==> src/rtl/ymr_pkg.sv <==
// Package for the YMODEM packet receiver: codes, item and result types, CRC step.
// No dependencies; used by every module under rtl.
package ymr_pkg;

    localparam logic [7:0] HDR_SOH = 8'h01;
    localparam logic [7:0] HDR_STX = 8'h02;
    localparam logic [7:0] HDR_EOT = 8'h04;
    localparam logic [7:0] HDR_ACK = 8'h06;
    localparam logic [7:0] HDR_NAK = 8'h15;
    localparam logic [7:0] HDR_CAN = 8'h18;
    localparam logic [7:0] HDR_C   = 8'h43;

    localparam logic [10:0] LEN_SHORT = 11'd128;
    localparam logic [10:0] LEN_LONG  = 11'd1024;
    localparam logic [8:0]  NUM_SUM   = 9'h0ff;
    localparam logic [15:0] CRC_POLY  = 16'h1021;
    localparam logic [15:0] IDLE_MAX  = 16'hffff;
    localparam logic [15:0] TIMEOUT_RESET = 16'd100;

    localparam logic REQ_BYTE = 1'b0;
    localparam logic REQ_TICK = 1'b1;

    typedef enum logic [2:0] {
        KIND_DATA    = 3'd0,
        KIND_PKT_OK  = 3'd1,
        KIND_CTRL_OK = 3'd2,
        KIND_TIMEOUT = 3'd3,
        KIND_CHK_ERR = 3'd4,
        KIND_UNKNOWN = 3'd5
    } kind_t;

    typedef enum logic [2:0] {
        PH_HEADER = 3'd0,
        PH_NUMBER = 3'd1,
        PH_COMPL  = 3'd2,
        PH_DATA   = 3'd3,
        PH_CRCH   = 3'd4,
        PH_CRCL   = 3'd5
    } phase_t;

    typedef struct packed {
        logic       req_type;
        logic [7:0] rx_byte;
    } item_t;

    typedef struct packed {
        logic       valid;
        kind_t      kind;
        logic [7:0] value;
        logic [7:0] block_number;
        logic [9:0] byte_index;
    } res_t;

    // CRC-16/XMODEM, one byte, MSB first
    function automatic logic [15:0] crc_byte(input logic [15:0] crc, input logic [7:0] b);
        logic [15:0] c;
        c = crc ^ {b, 8'h00};
        for (int i = 0; i < 8; i++)
        begin
            if (c[15])
                c = {c[14:0], 1'b0} ^ CRC_POLY;
            else
                c = {c[14:0], 1'b0};
        end
        return c;
    endfunction

endpackage

==> src/rtl/ymr_parser.sv <==
// Packet parser: phase state, packet fields, running CRC and idle tick count.
// Depends on ymr_pkg.
module ymr_parser (
    input  logic             clk,
    input  logic             rst_n,
    input  logic             fire,
    input  ymr_pkg::item_t   item,
    input  logic [15:0]      timeout_ticks,
    output ymr_pkg::res_t    res
);

    ymr_pkg::phase_t phase_reg, phase_next;
    logic [7:0]  header_reg, header_next;
    logic [7:0]  number_reg, number_next;
    logic [7:0]  compl_reg, compl_next;
    logic [10:0] count_reg, count_next;
    logic [15:0] crc_reg, crc_next;
    logic [7:0]  crch_reg, crch_next;
    logic [15:0] idle_reg, idle_next;

    logic [15:0] idle_inc;
    logic [10:0] count_inc;
    logic [10:0] pkt_len;
    logic [8:0]  num_sum;
    logic [7:0]  b;

    always_ff @(posedge clk or negedge rst_n)
    begin
        if (!rst_n)
        begin
            phase_reg  <= ymr_pkg::PH_HEADER;
            header_reg <= '0;
            number_reg <= '0;
            compl_reg  <= '0;
            count_reg  <= '0;
            crc_reg    <= '0;
            crch_reg   <= '0;
            idle_reg   <= '0;
        end
        else if (fire)
        begin
            phase_reg  <= phase_next;
            header_reg <= header_next;
            number_reg <= number_next;
            compl_reg  <= compl_next;
            count_reg  <= count_next;
            crc_reg    <= crc_next;
            crch_reg   <= crch_next;
            idle_reg   <= idle_next;
        end
    end

    always_comb
    begin
        b         = item.rx_byte;
        idle_inc  = (idle_reg != ymr_pkg::IDLE_MAX) ? idle_reg + 16'd1 : idle_reg;
        count_inc = count_reg + 11'd1;
        pkt_len   = (header_reg == ymr_pkg::HDR_SOH) ? ymr_pkg::LEN_SHORT : ymr_pkg::LEN_LONG;
        num_sum   = {1'b0, number_reg} + {1'b0, compl_reg};

        phase_next  = phase_reg;
        header_next = header_reg;
        number_next = number_reg;
        compl_next  = compl_reg;
        count_next  = count_reg;
        crc_next    = crc_reg;
        crch_next   = crch_reg;
        idle_next   = '0;

        res.valid        = 1'b0;
        res.kind         = ymr_pkg::KIND_DATA;
        res.value        = '0;
        res.block_number = '0;
        res.byte_index   = '0;

        if (item.req_type == ymr_pkg::REQ_TICK)
        begin
            idle_next = idle_inc;
            if (idle_inc >= timeout_ticks)
            begin
                idle_next  = '0;
                phase_next = ymr_pkg::PH_HEADER;
                res.valid  = 1'b1;
                res.kind   = ymr_pkg::KIND_TIMEOUT;
            end
        end
        else
        begin
            case (phase_reg)
                ymr_pkg::PH_NUMBER:
                begin
                    number_next = b;
                    phase_next  = ymr_pkg::PH_COMPL;
                end
                ymr_pkg::PH_COMPL:
                begin
                    compl_next = b;
                    count_next = '0;
                    crc_next   = '0;
                    phase_next = ymr_pkg::PH_DATA;
                end
                ymr_pkg::PH_DATA:
                begin
                    crc_next         = ymr_pkg::crc_byte(crc_reg, b);
                    count_next       = count_inc;
                    res.valid        = 1'b1;
                    res.kind         = ymr_pkg::KIND_DATA;
                    res.value        = b;
                    res.block_number = number_reg;
                    res.byte_index   = count_reg[9:0];
                    if (count_inc >= pkt_len)
                        phase_next = ymr_pkg::PH_CRCH;
                end
                ymr_pkg::PH_CRCH:
                begin
                    crch_next  = b;
                    phase_next = ymr_pkg::PH_CRCL;
                end
                ymr_pkg::PH_CRCL:
                begin
                    phase_next       = ymr_pkg::PH_HEADER;
                    res.valid        = 1'b1;
                    res.kind         = ((num_sum == ymr_pkg::NUM_SUM) &&
                                        ({crch_reg, b} == crc_reg)) ?
                                       ymr_pkg::KIND_PKT_OK : ymr_pkg::KIND_CHK_ERR;
                    res.value        = header_reg;
                    res.block_number = number_reg;
                end
                default:
                begin
                    phase_next  = ymr_pkg::PH_HEADER;
                    header_next = b;
                    res.value   = b;
                    if (b inside {ymr_pkg::HDR_SOH, ymr_pkg::HDR_STX})
                        phase_next = ymr_pkg::PH_NUMBER;
                    else if (b inside {ymr_pkg::HDR_EOT, ymr_pkg::HDR_ACK, ymr_pkg::HDR_NAK,
                                       ymr_pkg::HDR_CAN, ymr_pkg::HDR_C})
                    begin
                        res.valid = 1'b1;
                        res.kind  = ymr_pkg::KIND_CTRL_OK;
                    end
                    else
                    begin
                        res.valid = 1'b1;
                        res.kind  = ymr_pkg::KIND_UNKNOWN;
                    end
                end
            endcase
        end
    end

endmodule

==> src/rtl/ymr_result_reg.sv <==
// Result register on the output channel, loaded from the parser, held under stall.
// Depends on ymr_pkg.
module ymr_result_reg (
    input  logic            clk,
    input  logic            rst_n,
    input  logic            load,
    input  ymr_pkg::res_t   res,
    input  logic            out_stall,
    output logic            can_load,
    output logic            out_valid,
    output ymr_pkg::res_t   held
);

    logic          valid_reg, valid_next;
    ymr_pkg::res_t data_reg;

    assign can_load  = !valid_reg || !out_stall;
    assign out_valid = valid_reg;
    assign held      = data_reg;

    always_comb
    begin
        if (load)
            valid_next = 1'b1;
        else if (!out_stall)
            valid_next = 1'b0;
        else
            valid_next = valid_reg;
    end

    always_ff @(posedge clk or negedge rst_n)
    begin
        if (!rst_n)
            valid_reg <= 1'b0;
        else
            valid_reg <= valid_next;
    end

    always_ff @(posedge clk)
    begin
        if (load)
            data_reg <= res;
    end

endmodule

==> src/rtl/ymodem_packet_receiver.sv <==
// YMODEM receive path: input register, packet parser, result register.
// Depends on ymr_pkg, ymr_parser and ymr_result_reg.
//
//  channel  | signals                                  | handshake
//  ---------+------------------------------------------+------------------
//  input    | req_type, rx_byte                        | in_valid/in_stall
//  output   | kind, value, block_number, byte_index    | out_valid/out_stall
//  config   | cfg_wr_data (timeout ticks)              | cfg_wr_en
//
// One item per cycle while output is not stalled; results pass the input register, then the result register.
// The parser state updates in the single cycle the item leaves the input register.
// Reset clears all parser state and sets the timeout to 100 ticks.
// Output stall holds the result register; the input register still takes one item,
// and items that give no result keep flowing while a result waits.
module ymodem_packet_receiver (
    input  logic        clk,
    input  logic        rst_n,
    input  logic        in_valid,
    output logic        in_stall,
    input  logic        req_type,
    input  logic [7:0]  rx_byte,
    output logic        out_valid,
    input  logic        out_stall,
    output logic [2:0]  kind,
    output logic [7:0]  value,
    output logic [7:0]  block_number,
    output logic [9:0]  byte_index,
    input  logic        cfg_wr_en,
    input  logic [15:0] cfg_wr_data
);

    logic           item_valid_reg, item_valid_next;
    ymr_pkg::item_t item_reg;
    logic [15:0]    timeout_reg;
    logic           accept;
    logic           proc_fire;
    logic           can_load;
    ymr_pkg::res_t  res;
    ymr_pkg::res_t  held;

    assign proc_fire = item_valid_reg && (!res.valid || can_load);
    assign in_stall  = item_valid_reg && !proc_fire;
    assign accept    = in_valid && !in_stall;

    always_comb
    begin
        if (accept)
            item_valid_next = 1'b1;
        else if (proc_fire)
            item_valid_next = 1'b0;
        else
            item_valid_next = item_valid_reg;
    end

    always_ff @(posedge clk or negedge rst_n)
    begin
        if (!rst_n)
        begin
            item_valid_reg <= 1'b0;
            timeout_reg    <= ymr_pkg::TIMEOUT_RESET;
        end
        else
        begin
            item_valid_reg <= item_valid_next;
            if (cfg_wr_en)
                timeout_reg <= cfg_wr_data;
        end
    end

    always_ff @(posedge clk)
    begin
        if (accept)
        begin
            item_reg.req_type <= req_type;
            item_reg.rx_byte  <= rx_byte;
        end
    end

    ymr_parser u_parser (
        .clk           (clk),
        .rst_n         (rst_n),
        .fire          (proc_fire),
        .item          (item_reg),
        .timeout_ticks (timeout_reg),
        .res           (res)
    );

    ymr_result_reg u_result (
        .clk       (clk),
        .rst_n     (rst_n),
        .load      (proc_fire && res.valid),
        .res       (res),
        .out_stall (out_stall),
        .can_load  (can_load),
        .out_valid (out_valid),
        .held      (held)
    );

    assign kind         = held.kind;
    assign value        = held.value;
    assign block_number = held.block_number;
    assign byte_index   = held.byte_index;

    // input backs up only behind a full, stalled result register
    a_stall_cause: assert property (@(posedge clk) disable iff (!rst_n)
        in_stall |-> (out_valid && out_stall))
        else $error("input stalled without a stalled result");

    // zero timeout: every tick times out
    a_zero_timeout: assert property (@(posedge clk) disable iff (!rst_n)
        (proc_fire && item_reg.req_type == ymr_pkg::REQ_TICK && timeout_reg == 16'd0)
        |=> (out_valid && kind == ymr_pkg::KIND_TIMEOUT))
        else $error("tick with zero timeout gave no timeout");

    // a new result only follows a processed item
    a_load_source: assert property (@(posedge clk) disable iff (!rst_n)
        $rose(out_valid) |-> $past(proc_fire))
        else $error("result appeared without a processed item");

endmodule

==> config.mk <==
export PLATFORM = sky130hd
export DESIGN_NAME = ymodem_packet_receiver
export DESIGN_NICKNAME = d
export VERILOG_FILES = /design/src/rtl/ymr_pkg.sv /design/src/rtl/ymr_parser.sv /design/src/rtl/ymr_result_reg.sv /design/src/rtl/ymodem_packet_receiver.sv
export SDC_FILE = /design/constraint.sdc
export NUM_CORES = 1
export LEC_CHECK = 0
export ABC_AREA = 1
export BUFFER_PORTS_ARGS = -buffer_cell sky130_fd_sc_hd__buf_2
export CORE_MARGIN = 1
export CORE_UTILIZATION = 30
export CTS_CLUSTER_SIZE = 40
export DETAILED_ROUTE_END_ITERATION = 16
export HOLD_SLACK_MARGIN = 0.08
export PLACE_DENSITY_LB_ADDON = 0.3
export SYNTH_ARGS = -nofsm -noshare
export SYNTH_HDL_FRONTEND = slang
export SYNTH_HIERARCHICAL = 1
export SYNTH_SLANG_ARGS = --single-unit
==> constraint.sdc <==
create_clock -name clk -period 9.55 [get_ports clk]
set_clock_uncertainty 0.15 [all_clocks]
set_input_delay 2.865 -clock clk [delete_from_list [all_inputs] [get_ports clk]]
set_output_delay 2.865 -clock clk [all_outputs]
set_load 0.1 [all_outputs]
# [After elaboration in Yosys (flattened, before gate mapping)]
# Cells that the tools add are included.
[classes] addsub=3 n_mux=43 n_lt_le_gt_ge=2 bitwise_logic=13 eq_ne=19 n_reduce_logical=27
[ops] cell="$mux 16" n=17
[ops] cell="$mux 13" n=8
[ops] cell="$pmux 12 s3" n=1
[ops] cell="$pmux 16 s2" n=1
[ops] cell="$not 3->3" n=8
[ops] cell="$pmux 11 s2" n=1
[ops] cell="$reduce_and 3->1" n=6
[ops] cell="$add 16x1->16 const B" n=1
[ops] cell="$eq 16x16->1" n=1
[ops] cell="$eq 8x1->1 const B" n=2
[ops] cell="$eq 8x3->1 const B" n=2
[ops] cell="$eq 8x5->1 const B" n=2
[ops] cell="$ge 16x16->1" n=1
[ops] cell="$ne 16x16->1 const B" n=1
[ops] cell="$xor 16x16->16" n=1
[ops] cell="$mux 3" n=5
[ops] cell="$pmux 3 s5" n=1
[ops] cell="$mux 4" n=3
[ops] cell="$add 11x1->11 const B" n=1
[ops] cell="$ge 11x11->1" n=1
[ops] cell="$mux 11" n=1
[ops] cell="$add 8x8->9" n=1
[ops] cell="$eq 9x8->1 const B" n=1
[ops] cell="$eq 8x2->1 const B" n=1
[ops] cell="other kinds (16)" n=39
[word_totals] output_inout_bits=31 reg_bits=134 word_cells=124 input_bits=30

# [Depth between registers and ports, before layout]
[logic_depth] word_depth=32 ltp_mapped=29 mapped_depth_nobuf=27

# [Cells and area by module]
# Netlist, hierarchy kept.
[modules_own_cells] module="ymr_parser" area_each_um2=5352.6 n_inst=1 cells_per_inst=747 seq_area_each_um2=1951.9
[modules_own_cells] module="ymodem_packet_receiver" area_each_um2=993.5 n_inst=1 cells_per_inst=88 seq_area_each_um2=699.4
[modules_own_cells] module="ymr_result_reg" area_each_um2=942.2 n_inst=1 cells_per_inst=34 seq_area_each_um2=925.9

# [Worst setup path before layout]
# OpenSTA, ideal clock, no wires.
[synth_path] path_type="input port to output port" startpoint="input port out_stall" endpoint="output port in_stall" t_arrival_ns=3.737 required_ns=6.535 n_path_buf=0 cell_stages=4 setup_slack_ns=2.798 path_cell_list="nand2_2 inv_1 nand3_1 inv_1"
[synth_via] elab_chain_cells=6
[synth_lines] item="from (decl)" line="ymodem_packet_receiver.sv:23" rtl="input logic out_stall,"
[synth_lines] item="$logic_not 1->1" line="ymr_result_reg.sv:17" rtl="assign can_load = !valid_reg || !out_stall;"
[synth_lines] item="$logic_or 1x1->1" line="ymr_result_reg.sv:17"
[synth_lines] item="$logic_or 1x1->1" line="ymodem_packet_receiver.sv:41" rtl="assign proc_fire = item_valid_reg && (!res.valid || can_load);"
[synth_lines] item="$logic_and 1x1->1" line="ymodem_packet_receiver.sv:41"
[synth_lines] item="$logic_not 1->1" line="ymodem_packet_receiver.sv:42" rtl="assign in_stall = item_valid_reg && !proc_fire;"
[synth_lines] item="$logic_and 1x1->1" line="ymodem_packet_receiver.sv:42"
[synth_lines] item="to (decl)" line="ymodem_packet_receiver.sv:19" rtl="output logic in_stall,"
# No other way between the ends.

==> flow_metrics.tcl <==
set metrics [dict create \
    path_cells "ha_1, nand2_2, nor2_4, nand3_2, nor2_4, nand3_2, inv_2, nand2_4, nand2_1, xor2_1, inv_1, ha_1, nand2_1, o21ai_0, nand2_1, o211ai_1, nand2_1, nand3_1, nand2_1, o211ai_1, nand3_1, inv_1, buf_2" \
    num_antenna_cells 0 \
    cap_violations 0 \
    setup_viol 0 \
    h-tree-depth 4 \
    wirelength_microns 16930 \
    status "finished, final reports clean" \
    clockBufferDepth 2 \
    die_h_microns 157.5 \
    clkLatencyLatePin_ps 420 \
    ctsResizeCount 0 \
    period_share 0.7582 \
    cp_slowest_stage_delay_ps 470 \
    vias 5688 \
    cp.depth 23 \
    hold_path_class "flip-flop to flip-flop" \
    cpMostUsedCell "nand2_1" \
    critPathTopFamily "simple AND/OR/NAND/NOR gates" \
    r2r_cells 26 \
    cts-root-buf "clkbuf_16" \
    cp_max_fo 9 \
    gr-total-overflow 0 \
    ir_worst_vdd_v 0.0001037 \
    tightest_slew_ps 1044 \
    gp_congestion 0.8885 \
    drv_slew 0 \
    grt_setup_unrepaired "false" \
    mostFrequentLayoutCells "nand2_1, inv_1, dfrtp_1, buf_2, o21ai_0" \
    p_leak_uw 0.004261 \
    path_class "flip-flop to output pin" \
    antenna_found_initial 0 \
    max_freq_mhz 138.1 \
    powerDensity_nw_per_um2 173.6 \
    first_pass_iters 6 \
    ant_nets 0 \
    final_common_cell "nand2_1" \
    post_drt_wl_per_cell_microns 13.40 \
    fin_util 0.3585 \
    largest_reg_flops 29 \
    track_usage 0.1463 \
    cts_sinks 134 \
    required_ps 6540 \
    timing.hold.ws_ps 319.4 \
    drt_first_iter_violations 403 \
    hpwl_microns 12230 \
    yosysWarningCount 6 \
    cts_setup_buffers 0 \
    cts_buffers 17 \
    start_kind "flip-flop" \
    cp-end-kind "output pin" \
    tns_ps 0 \
    clk_pin_slew_ps 60 \
    drive_gt1_frac 0.1451 \
    initial_core_util 0.3074 \
    whs_path_depth 2 \
    cts_hold_buf 0 \
    grt_max_degree 76 \
    avgSynthCellArea_sq_um 8.362 \
    drc 0 \
    arrival_ps 4230 \
    slew_headroom 0.3017 \
    cp_slowest_cell "dfrtp_1" \
    netlist_area_sq_um 7258 \
    cts_tree "done" \
    final.min_clock_period_ps 7241 \
    dieWidth_microns 157.5 \
    row_count 56 \
    die-area_sq_um 24820 \
    vias_per_cell 4.504 \
    hold_viol_final 0 \
    portBuffers 60 \
    io-pin-count 61 \
    syn2layout_area_growth_pct 16.62 \
    core_area_sq_um 23610 \
    grt_pass1_vias 5349 \
    final_nets 991 \
    syn_nets 928 \
    synth_cells 868 \
    grt_pass1_wl_microns 27820 \
    path_buf_inv 4 \
    finalPower_uw 1469 \
]
per-layer routing:
| metal | global-route usage | up-vias | wire (microns) |
|---|---|---|---|
| met3 | 0.03469 | 12 | 808 |
| met5 | 0 | - | 0 |
| met2 | 0.2101 | 128 | 7157 |
| met4 | 0.04346 | 0 | 172 |
| met1 | 0.2149 | 2634 | 8788 |
| li1 | - | 2914 | - |
where the power goes:
part | internal, uW | leakage (uW) | switching [uW]
combinational | 44.7 | 0.00248 | 123
sequential | 619 | 0.00148 | 22.6
clock | 407 | 0.000298 | 253
total | 1070 | 0.00426 | 398
final timing paths:
kind / startpoint / endpoint / slack [ps]
setup / recovery: u_parser/idle_reg[0]$_DFFE_PN0P_ / in_stall / 2310
hold / removal: timeout_reg[5]$_DFFE_PN1P_ / timeout_reg[5]$_DFFE_PN1P_ / 320
setup reg to reg: u_parser/idle_reg[0]$_DFFE_PN0P_ / u_parser/idle_reg[9]$_DFFE_PN0P_ / 4380
hold reg to reg: timeout_reg[5]$_DFFE_PN1P_ / timeout_reg[5]$_DFFE_PN1P_ / 320
max in group asynchronous: rst_n / u_parser/header_reg[1]$_DFFE_PN0P_ / 5760
min in group asynchronous: rst_n / timeout_reg[12]$_DFFE_PN0P_ / 2170
per-stage QoR:
stage / area [sq um] / cells / setup slack [ps]
6_report: 8464 / 1263 / 2309
3_3_place_gp: 7874 / 1231 / 2858
4_1_cts: 8464 / 1263 / 2321
3_5_place_dp: 7874 / 1231 / 2843
5_1_grt: 8464 / 1263 / 1970
2_1_floorplan: 7258 / 868 / 2800
final cells by class:
type | count | area, sq um
timing repair buffer | 63 | 325.3
inverter | 163 | 611.8
multi-input combinational | 552 | 2990
fill | 2448 | 15150
tap | 319 | 399.1
clock buffer | 21 | 471.7
sequential | 134 | 3547
clock inverter | 11 | 118.9
worst min-delay path, cell delays in order (launching register included):
cell,delay (ps)
dfstp_2,370
inv_1,40
o21ai_0,60
Power figures use the tool's default switching activity.
